$ cat src/rtl/ppm_pkg.sv
// Package: shared types and constants for the pairwise proximity monitor.
package ppm_pkg;

  localparam int POS_W    = 24;
  localparam int TIME_W   = 32;
  localparam int THR_W    = 24;
  localparam int DIST_W   = 25;
  localparam int ID_W     = 8;
  localparam int CNT_W    = 32;
  localparam int SUM_W    = 2 * POS_W + 4;
  localparam int ROOT_W   = SUM_W / 2;
  localparam logic [THR_W-1:0] SAFETY_RESET = THR_W'(256);

  typedef struct packed {
    logic signed [POS_W-1:0] ax;
    logic signed [POS_W-1:0] ay;
    logic signed [POS_W-1:0] az;
    logic signed [POS_W-1:0] bx;
    logic signed [POS_W-1:0] by;
    logic signed [POS_W-1:0] bz;
    logic [TIME_W-1:0]       stamp;
    logic [ID_W-1:0]         drone_a;
    logic [ID_W-1:0]         drone_b;
    logic                    first_of_pair;
    logic                    clear_stats;
    logic [THR_W-1:0]        threshold_override;
  } in_item_t;

  typedef struct packed {
    logic                    collision;
    logic [DIST_W-1:0]       distance;
    logic signed [POS_W-1:0] mid_x;
    logic signed [POS_W-1:0] mid_y;
    logic signed [POS_W-1:0] mid_z;
    logic [TIME_W-1:0]       stamp_out;
    logic [ID_W-1:0]         drone_a_out;
    logic [ID_W-1:0]         drone_b_out;
    logic [DIST_W-1:0]       closest_dist;
    logic [TIME_W-1:0]       min_stamp;
    logic [CNT_W-1:0]        check_count;
    logic [CNT_W-1:0]        hit_count;
  } out_item_t;

  // Partial state handed from one root cell to the next.
  typedef struct packed {
    logic [SUM_W-1:0]  rem;
    logic [ROOT_W-1:0] root;
  } sqrt_link_t;

endpackage

$ cat src/rtl/ppm_sqrt_cell.sv
// One cell of the digit-by-digit square root chain: one result bit per cycle while en is high.
module ppm_sqrt_cell #(
  parameter int SUM_W  = ppm_pkg::SUM_W,
  parameter int ROOT_W = ppm_pkg::ROOT_W,
  parameter int STEP   = 0
) (
  input  logic              clk,
  input  logic              en,
  input  logic [SUM_W-1:0]  rem_in,
  input  logic [ROOT_W-1:0] root_in,
  output logic [SUM_W-1:0]  rem_out,
  output logic [ROOT_W-1:0] root_out
);

  localparam int SH = 2 * (ROOT_W - 1 - STEP);

  logic [SUM_W+1:0] trial;
  logic [SUM_W+1:0] rem_ext;

  // Trial subtrahend (4*root + 1) aligned to the current digit pair.
  always_comb begin
    trial   = ({2'b00, SUM_W'({root_in, 2'b01})}) << SH;
    rem_ext = {2'b00, rem_in};
  end

  always_ff @(posedge clk) begin
    if (en) begin
      if (rem_ext >= trial) begin
        rem_out  <= SUM_W'(rem_ext - trial);
        root_out <= {root_in[ROOT_W-2:0], 1'b1};
      end else begin
        rem_out  <= rem_in;
        root_out <= {root_in[ROOT_W-2:0], 1'b0};
      end
    end
  end

endmodule

$ cat config.mk
export PLATFORM = sky130hd
export DESIGN_NAME = ppm_sqrt_cell
export DESIGN_NICKNAME = d
export VERILOG_FILES = /design/src/rtl/ppm_pkg.sv /design/src/rtl/ppm_sqrt_cell.sv
export SDC_FILE = /design/constraint.sdc
export NUM_CORES = 1
export LEC_CHECK = 0
export ABC_AREA = 0
export BUFFER_PORTS_ARGS = -buffer_cell sky130_fd_sc_hd__buf_2
export CAP_MARGIN = 20
export CORE_ASPECT_RATIO = 0.5
export CORE_MARGIN = 2
export CORE_UTILIZATION = 36
export CTS_CLUSTER_SIZE = 10
export DETAILED_ROUTE_END_ITERATION = 6
export PLACE_DENSITY = 0.66
export RECOVER_POWER = 100
export SKIP_LAST_GASP = 1
export SYNTH_ARGS = -nofsm -noshare
export SYNTH_HDL_FRONTEND = slang
export SYNTH_SLANG_ARGS = --single-unit
$ cat constraint.sdc
create_clock -name clk -period 2.2 [get_ports clk]
set_input_delay 0.22 -clock clk [delete_from_list [all_inputs] [get_ports clk]]
set_output_delay 0.22 -clock clk [all_outputs]
set_load 0.1 [all_outputs]
==> results.py, run 1 <==
metrics = {
    "drt": {
        "antenna_left": 0,
        "vias": 1658,
        "drtPass1Iterations": 4,
        "drc": 0,
        "via_per_inst": 4.433,
        "wl_per_cell_um": 15.94,
        "first_iter_violations": 82,
        "routed_wirelength_um": 5962,
    },
    "sta": {
        "min_period_ns": 1.794,
        "final.period_utilization_pct": 81.53,
        "rsz0062_at_grt": "no",
        "finalHoldViolCount": 0,
        "setup_viol": 0,
        "worst_pin_slew_ns": 1.897,
        "finalSetupTns_ns": 0,
        "fmax_mhz": 557.5,
        "timing.final.ws_setup_ns": 0.4063,
        "slew_viol_final": 79,
        "slew_headroom_pct": -26.49,
    },
    "grt": {
        "antenna_found_initial": 0,
        "grt_overflow": 0,
        "grt_usage_pct": 15.30,
        "grt_pass1_vias": 1748,
        "grt_start_max_net_pins": 79,
        "grt_pass1_wl_um": 8838,
    },
    "run_status": {
        "violations": "capacitance limit, slew limit",
        "status": "finished, violations left",
    },
    "clock_tree": {
        "clk_pin_slew_ns": 0.06,
        "cts_tree": "built",
        "cts_inserted_buffers": 9,
        "cts_hold_buf": 0,
        "cts_sinks": 78,
        "postCtsSetupRepairBufs": 0,
        "cts.path.max_buffers": 2,
        "htreeDepth": 3,
        "cts_root_buffer": "clkbuf_16",
        "cts-resized-gates": 0,
    },
    "layout": {
        "n_antenna_cell": 0,
        "syn_to_final_growth_pct": 41.38,
        "fillers": 618,
        "stdcell_count": 374,
        "fin_area_um2": 3612,
        "drive_gt1_share_pct": 21.99,
        "nets": 359,
    },
    "hold_path": {
        "worstHoldPathType": "in2reg",
        "hold_depth": 1,
        "hold_end": "root_out[12]",
        "hp-start": "root_in[11]",
    },
    "placed_design": {
        "dp.cells": 358,
        "place_congestion": 0.7468,
        "portBuffers": 156,
        "dpl-instance-area_um2": 3471,
        "pre_cts_slack_ns": 0.1856,
    },
    "die": {
        "die_h_um": 63.57,
        "die_w_um": 123.1,
        "row_count": 21,
        "start_util_pct": 37.69,
        "fp.coreArea_um2": 6779,
        "floorplan.die_area_um2": 7828,
        "ioPinCount": 158,
    },
    "synth": {
        "synth_area_leaders": "edfxtp_1 92%, nor4_1 2.7%, ha_1 0.98%",
        "ys_seq_area_share_pct": 91.67,
        "synth_area_leader_cell": "edfxtp_1",
        "synth_nets": 191,
        "ys_ff_latch": 78,
        "synth_cells": 109,
        "synth.distinct_cells": 16,
        "syn_area_um2": 2555,
        "yosysWarnings": 0,
        "synth.avg_cell_area_um2": 23.44,
        "yosysTopAreaCellShare_pct": 91.67,
    },
    "worst_setup_path": {
        "crit_family": "buffers and inverters",
        "path_buf_inv": 1,
        "worstPathRequired_ns": 1.98,
        "crit_chain": "clkbuf_1",
        "critPathMaxStageDelay_ns": 0.91,
        "cp-start-kind": "register",
        "end_kind": "output pin",
        "crit_type": "reg2out",
        "cp_max_fo": 1,
        "crit_slowest_cell": "clkbuf_1",
        "arrival_ns": 1.57,
    },
    "pwr": {
        "power_density_nw_per_um2": 1188,
        "p_leak_nw": 1.273,
        "ir_worst_vdd_uv": 480.5,
    },
    "job": {
        "maxCapViolations": 1,
    },
}
[routing by layer]
layer	vias up	global-route usage (%)	wire [um]
met5	-	0	0
met4	0	6.392	119
met3	14	5.254	254
met2	47	28.02	3449
met1	810	15.92	2139
li1	787	-	-
[layout by cell type (no fill, tap or decap), types with 2 or more instances in the layout]
| cell type | instances |
|---|---|
| clkbuf_16 | 9 |
| nand2_1 | 3 |
| nor3_1 | 2 |
| nand4_1 | 2 |
| inv_1 | 2 |
| buf_2 | 42 |
| edfxtp_1 | 78 |
| ha_1 | 2 |
| clkbuf_1 | 114 |
| clkinv_4 | 2 |
| nor4_1 | 11 |
| clkinv_2 | 2 |
[cell usage after synthesis (all sizes together)]
| cell | count |
|---|---|
| edfxtp | 78 |
| nor4 | 11 |
| nand2 | 3 |
| nor3 | 3 |
| ha | 2 |
| inv | 2 |
| nand4 | 2 |
| a21o | 1 |
| mux2 | 1 |
| mux2i | 1 |
| nor2 | 1 |
| nor4b | 1 |
| o21ai | 1 |
| or4 | 1 |
| xnor2 | 1 |
[registers in the layout (all words and copies together) (netlist names)]
register  cells
rem_out      52
root_out     26
[area by class of cell]
cell class                 count  area (um2)  share of cell area, %
tap                           92       115.1                  3.187
multi-input combinational     29       205.2                  5.681
clock buffer                   9       225.2                  6.235
inverter                       2       7.507                 0.2078
clock inverter                 7       73.82                  2.044
sequential                    78        2342                  64.84
timing repair buffer         157       643.1                  17.80
[report_power, final]
| part | total, mW | internal [mW] | switching, mW | leakage, nW |
|---|---|---|---|---|
| logic | 1.05 | 0.0928 | 0.957 | 0.364 |
| registers | 1.80 | 1.77 | 0.0312 | 0.763 |
| clock network | 1.44 | 0.881 | 0.557 | 0.146 |
[through the flow]
step / hold slack, ns / utilization, % / power (mW)
5_1_grt: 0.04827 / 53.29 / 4.423
4_1_cts: 0.05750 / 55.61 / 4.363
2_1_floorplan: 0.3189 / - / 2.697
3_5_place_dp: 0.3982 / 51.20 / 2.925
3_3_place_gp: 0.3980 / 51.20 / 2.910
6_report: 0.07259 / 53.29 / 4.291
[how the worst max path moves through the flow]
| stage | from | slack [ns] | cells past startpoint | endpoint |
|---|---|---|---|---|
| after floorplan | rem_in[51] | 0.62 | 7 | rem_out[50] |
| after global placement | rem_in[51] | 0.29 | 8 | rem_out[50] |
| after detailed placement | rem_in[51] | 0.19 | 8 | rem_out[50] |
| after CTS | rem_in[51] | 0.51 | 8 | rem_out[50] |
| after global routing | en | 0.32 | 2 | root_out[4] |
| final | rem_out[49] | 0.41 | 1 | rem_out[49] |
[logic make-up after synthesis]
group | Yosys count | share of synthesized area, %
xor+xnor | 1 | 0.3429
flops | 78 | 91.67
buf+inv | 2 | 0.2939
fa+ha+maj | 2 | 0.9793
simple gates | 22 | 5.191
compound gates | 2 | 0.5386
mux | 2 | 0.9793
No activity file was read; power rests on OpenSTA's default activity.
==> run 2, diff against run 1 <==
--- a/config.mk
+++ b/config.mk
@@ -13,7 +13,7 @@
 export CORE_UTILIZATION = 36
 export CTS_CLUSTER_SIZE = 10
 export DETAILED_ROUTE_END_ITERATION = 6
-export PLACE_DENSITY = 0.66
+export PLACE_DENSITY = 0.69
 export RECOVER_POWER = 100
 export SKIP_LAST_GASP = 1
 export SYNTH_ARGS = -nofsm -noshare
==> constraint.sdc (replaced) <==
create_clock -name clk -period 1.5 [get_ports clk]
set_input_delay 0.15 -clock clk [delete_from_list [all_inputs] [get_ports clk]]
set_output_delay 0.15 -clock clk [all_outputs]
set_load 0.1 [all_outputs]
==> run 2 against run 1 <==
- non-clock buffer count up 26
- sequential cell count unchanged
- largest power group unchanged
- largest cell class unchanged
- the run now ends clean
- hold slack worse by 0.054 ns
==> results.py, run 2 (synthesized netlist as in run 1, its figures left out) <==
metrics = {
    "worst_setup_path": {
        "cp_max_fo": 2,
        "worstPathRequired_ns": 1.57,
        "critical_path.startpoint": "rem_in[51]",
        "cp-start-kind": "input port",
        "end_kind": "register",
        "crit_type": "in2reg",
        "arrival_ns": 1.41,
        "endpoint": "rem_out[50]",
    },
    "drt": {
        "wl_per_cell_um": 15.50,
        "drc": 0,
        "first_iter_violations": 100,
        "drtPass1Iterations": 4,
        "antenna_left": 0,
        "via_per_inst": 4.403,
        "routed_wirelength_um": 6201,
        "vias": 1761,
    },
    "grt": {
        "grt_start_max_net_pins": 40,
        "grt_pass1_vias": 1840,
        "grt_usage_pct": 16.33,
        "grt_overflow": 0,
        "antenna_found_initial": 0,
        "grt_pass1_wl_um": 9411,
    },
    "job": {
        "maxCapViolations": 0,
    },
    "hold_path": {
        "worstHoldPathType": "in2reg",
        "hp-start": "rem_in[4]",
    },
    "placed_design": {
        "portBuffers": 156,
        "pre_cts_slack_ns": -0.1862,
        "place_congestion": 0.7484,
        "dp.cells": 365,
        "place.detailed.hpwl_um": 4552,
    },
    "layout": {
        "final_common_cell": "clkbuf_2",
        "top_register": "rem_out",
        "largest_reg_flops": 52,
        "fillers": 555,
        "nets": 385,
        "stdcell_count": 400,
        "layout_common_cells": "79 x clkbuf_2, 78 x edfxtp_1, 46 x buf_2",
        "n_antenna_cell": 0,
        "drive_gt1_share_pct": 48.70,
        "syn_to_final_growth_pct": 56.51,
        "reg.largest.list": "rem_out: 52 flops, root_out: 26 flops",
    },
    "die": {
        "floorplan.die_area_um2": 7828,
        "die_h_um": 63.57,
        "ioPinCount": 158,
        "row_count": 21,
        "die_w_um": 123.1,
        "fp.coreArea_um2": 6779,
        "start_util_pct": 37.69,
    },
    "sta": {
        "fmax_mhz": 746.3,
        "setup_viol": 0,
        "finalHoldViolCount": 0,
        "rsz0062_at_grt": "no",
        "final.period_utilization_pct": 89.33,
        "slew_viol_final": 0,
        "worst_pin_slew_ns": 0.7853,
        "slew_headroom_pct": 47.65,
        "timing.final.ws_setup_ns": 0.1600,
        "min_period_ns": 1.340,
    },
    "clock_tree": {
        "cts_tree": "built",
        "clk_pin_slew_ns": 0.05,
        "htreeDepth": 3,
        "cts_root_buffer": "clkbuf_16",
        "cts_inserted_buffers": 9,
        "cts_sinks": 78,
        "postCtsSetupRepairBufs": 0,
        "cts.path.max_buffers": 2,
    },
    "pwr": {
        "p_leak_nw": 1.648,
        "power_density_nw_per_um2": 1663,
        "finalPower_mw": 6.649,
        "ir_worst_vdd_uv": 609.9,
    },
    "run_status": {
        "status": "complete, no violations",
    },
}
==> run 2: worst min path at each step <==
| stage | endpoint | slack, ns | depth (start not counted) |
|---|---|---|---|
| CTS | root_out[11] | 0.00006 | 1 |
| global placement | root_out[10] | 0.33 | 1 |
| global route | rem_out[36] | 0.002 | 1 |
| detailed placement | root_out[5] | 0.33 | 1 |
| finish | rem_out[4] | 0.02 | 1 |
| floorplan | rem_out[0] | 0.25 | 0 |
==> run 2: worst max-delay path: stages <==
cell	delay (ns)
buf_2	0.10
inv_1	0.07
ha_1	0.14
nor4b_1	0.22
nand4_1	0.17
nor4_2	0.31
a21o_2	0.20
xnor2_1	0.06
==> run 2: where the power goes <==
group	internal (mW)	switching (mW)	leakage (nW)
combinational	0.218	1.41	0.718
sequential	2.60	0.0459	0.763
clock	1.61	0.763	0.167
==> run 2: what timing repair did <==
item | 4_1_cts | 5_1_grt
hold endpoints to repair | 16 | 3
hold buffers | 16 | 3
gates resized for setup | 0 | 0
==> run 2: final cells by class <==
type	count	area, um2	share of cell area, %
multi-input cells	29	211.5	5.288
repair buffers	183	984.7	24.62
clock buffers	9	225.2	5.632
inverters	2	7.507	0.1877
well taps	92	115.1	2.879
flip-flops and latches	78	2342	58.57
clock inverters	7	112.6	2.816
==> run 2: routing by layer <==
metal,track usage (%),vias to the layer above,part of all wire (%)
li1,-,843,-
met1,16.06,858,33
met2,32.01,48,61
met3,5.435,12,4.5
met4,4.972,0,1.6
met5,0,-,0
==> run 2: metrics by stage <==
step / utilization (%) / setup TNS, ns / hold slack, ns / instance area, um2
5_1_grt: 58.99 / 0 / 0.001708 / 3999
4_1_cts: 59.60 / 0 / 0.00006119 / 4040
3_5_place_dp: 52.25 / -0.3531 / 0.3283 / 3542
3_3_place_gp: 52.25 / -0.1654 / 0.3275 / 3542
2_1_floorplan: - / 0 / 0.2489 / 2561
6_report: 58.99 / 0 / 0.01836 / 3999
==> run 3, diff against run 2 <==
--- a/config.mk
+++ b/config.mk
@@ -10,10 +10,10 @@
 export CAP_MARGIN = 20
 export CORE_ASPECT_RATIO = 0.5
 export CORE_MARGIN = 2
-export CORE_UTILIZATION = 36
+export CORE_UTILIZATION = 35
 export CTS_CLUSTER_SIZE = 10
 export DETAILED_ROUTE_END_ITERATION = 6
-export PLACE_DENSITY = 0.69
+export PLACE_DENSITY = 0.67
 export RECOVER_POWER = 100
 export SKIP_LAST_GASP = 1
 export SYNTH_ARGS = -nofsm -noshare
==> run 3 against run 2 <==
- sequential cell count unchanged
- first-iteration DRC count increased by 40%
- critical path depth stayed put
- clock power is essentially flat
- die area up 2.7%
- utilization fell by 0.61 points
- fmax is 3.2% higher
- via count grew 0.23%
- cell count rose by 0.25%
- setup slack improved by 0.041 ns
- sequential share of layout area down 0.29 points
- critical path type unchanged
- critical endpoint unchanged
==> results.py, run 3 (synthesized netlist as in run 1, its figures left out) <==
metrics = {
    "layout": {
        "top_register": "rem_out",
        "syn_to_final_growth_pct": 57.30,
        "drive_gt1_share_pct": 50.49,
        "reg.largest.list": "rem_out: 52 flops, root_out: 26 flops",
        "layout_common_cells": "78 x clkbuf_2, 78 x edfxtp_1, 52 x buf_2",
        "ff_latch_area_um2": 2342,
        "nets": 386,
        "n_antenna_cell": 0,
        "multiInputGateArea_um2": 217.7,
        "largest_reg_flops": 52,
        "fillers": 571,
        "stdcell_count": 401,
    },
    "clock_tree": {
        "cts_sinks": 78,
        "clk_pin_slew_ns": 0.05,
        "cts_root_buffer": "clkbuf_16",
        "postCtsSetupRepairBufs": 0,
        "htreeDepth": 3,
        "cts_inserted_buffers": 9,
        "cts_tree": "built",
        "cts.path.max_buffers": 2,
    },
    "placed_design": {
        "place_congestion": 0.7552,
        "portBuffers": 156,
        "dp.cells": 366,
        "place.detailed.hpwl_um": 4576,
    },
    "sta": {
        "min_period_ns": 1.299,
        "finalHoldViolCount": 0,
        "slew_headroom_pct": 31.21,
        "fmax_mhz": 770.1,
        "worst_pin_slew_ns": 1.032,
        "final.period_utilization_pct": 86.57,
        "rsz0062_at_grt": "no",
        "setup_viol": 0,
        "slew_viol_final": 0,
    },
    "drt": {
        "vias": 1765,
        "wl_met2_um": 3713,
        "drtPass1Iterations": 5,
        "first_iter_violations": 140,
        "routed_wirelength_um": 6200,
        "via_per_inst": 4.401,
        "drc": 0,
        "wl_met1_um": 2200,
        "highest_layer": "met4",
        "wl_per_cell_um": 15.46,
        "antenna_left": 0,
        "met3_length_um": 248,
    },
    "job": {
        "maxCapViolations": 0,
    },
    "worst_setup_path": {
        "cp_max_fo": 2,
        "end_kind": "register",
        "crit_type": "in2reg",
        "arrival_ns": 1.37,
        "worstPathRequired_ns": 1.57,
        "cp-start-kind": "input port",
    },
    "hold_path": {
        "worstHoldPathType": "in2reg",
    },
    "grt": {
        "grt_overflow": 0,
        "grt_usage_pct": 15.69,
        "grt_pass1_vias": 1830,
        "antenna_found_initial": 0,
        "grt_pass1_wl_um": 9522,
        "grt_start_max_net_pins": 79,
    },
    "die": {
        "floorplan.die_area_um2": 8041,
        "row_count": 21,
        "start_util_pct": 37.11,
        "die_h_um": 64.42,
        "ioPinCount": 158,
        "die_w_um": 124.8,
        "fp.coreArea_um2": 6884,
    },
    "pwr": {
        "p_leak_nw": 1.666,
        "power_density_nw_per_um2": 1656,
        "ir_worst_vdd_uv": 621.7,
        "finalPower_mw": 6.654,
    },
    "run_status": {
        "status": "complete, no violations",
    },
}
run 3: changes by cell type in the layout (fill, tap and decap cells not counted):
cell	change
buf_1	+1
buf_2	+6
buf_4	+1
clkbuf_1	-6
clkbuf_2	-1
clkbuf_4	+2
clkinv_1	+1
clkinv_2	-2
clkinv_4	-1
nor4b_1	-1
nor4b_2	+1
run 3: cell type report:
| cell class | instances | area share, % |
|---|---|---|
| clock buffer | 11 | 5.791 |
| inverter | 2 | 0.1868 |
| clock inverter | 5 | 2.428 |
| timing repair buffer | 184 | 25.03 |
| sequential | 78 | 58.28 |
| multi-input combinational | 29 | 5.417 |
| tap | 92 | 2.864 |
run 3: repair_timing:
item,CTS,global route
endpoints found under the setup margin,0,2
hold buffers,18,1
hold endpoints to repair,18,1
resized for setup,0,1
run 3: path summary, 6_finish.rpt:
kind                    start      endpoint  slack, ns  cells after the start
setup / recovery   rem_in[51]   rem_out[50]       0.20                      8
hold / removal    root_in[24]  root_out[25]       0.02                      1
run 3: metrics by stage:
stage | utilization, % | TNS (ns) | setup WS, ns | area, um2 | hold WS (ns)
6_report | 58.38 | 0 | 0.2015 | 4019 | 0.01506
5_1_grt | 58.38 | 0 | 0.03470 | 4019 | 0.001781
4_1_cts | 58.80 | 0 | 0.09347 | 4048 | 0.00009084
3_5_place_dp | 51.38 | -0.5777 | -0.2587 | 3537 | 0.3281
3_3_place_gp | 51.38 | -0.1731 | -0.08946 | 3537 | 0.3279
2_1_floorplan | - | 0 | 0.05491 | 2561 | 0.2489
run 3: layer usage:
layer / GRT usage (%) / up-vias
li1: - / 840
met1: 16.82 / 878
met2: 30.26 / 43
met3: 5.037 / 4
met4: 4.444 / 0
met5: 0 / -
run 3: power by group:
group | switching (mW) | internal (mW)
Combinational | 1.41 | 0.223
Sequential | 0.0462 | 2.60
Clock | 0.760 | 1.61
Total | 2.22 | 4.43
run 3: worst max-delay path, cell delays in order:
cell and delay (ns):
buf_2 0.10, inv_1 0.07, ha_1 0.13, nor4b_2 0.21, nand4_1 0.15, nor4_2 0.31
a21o_2 0.19, xnor2_1 0.06
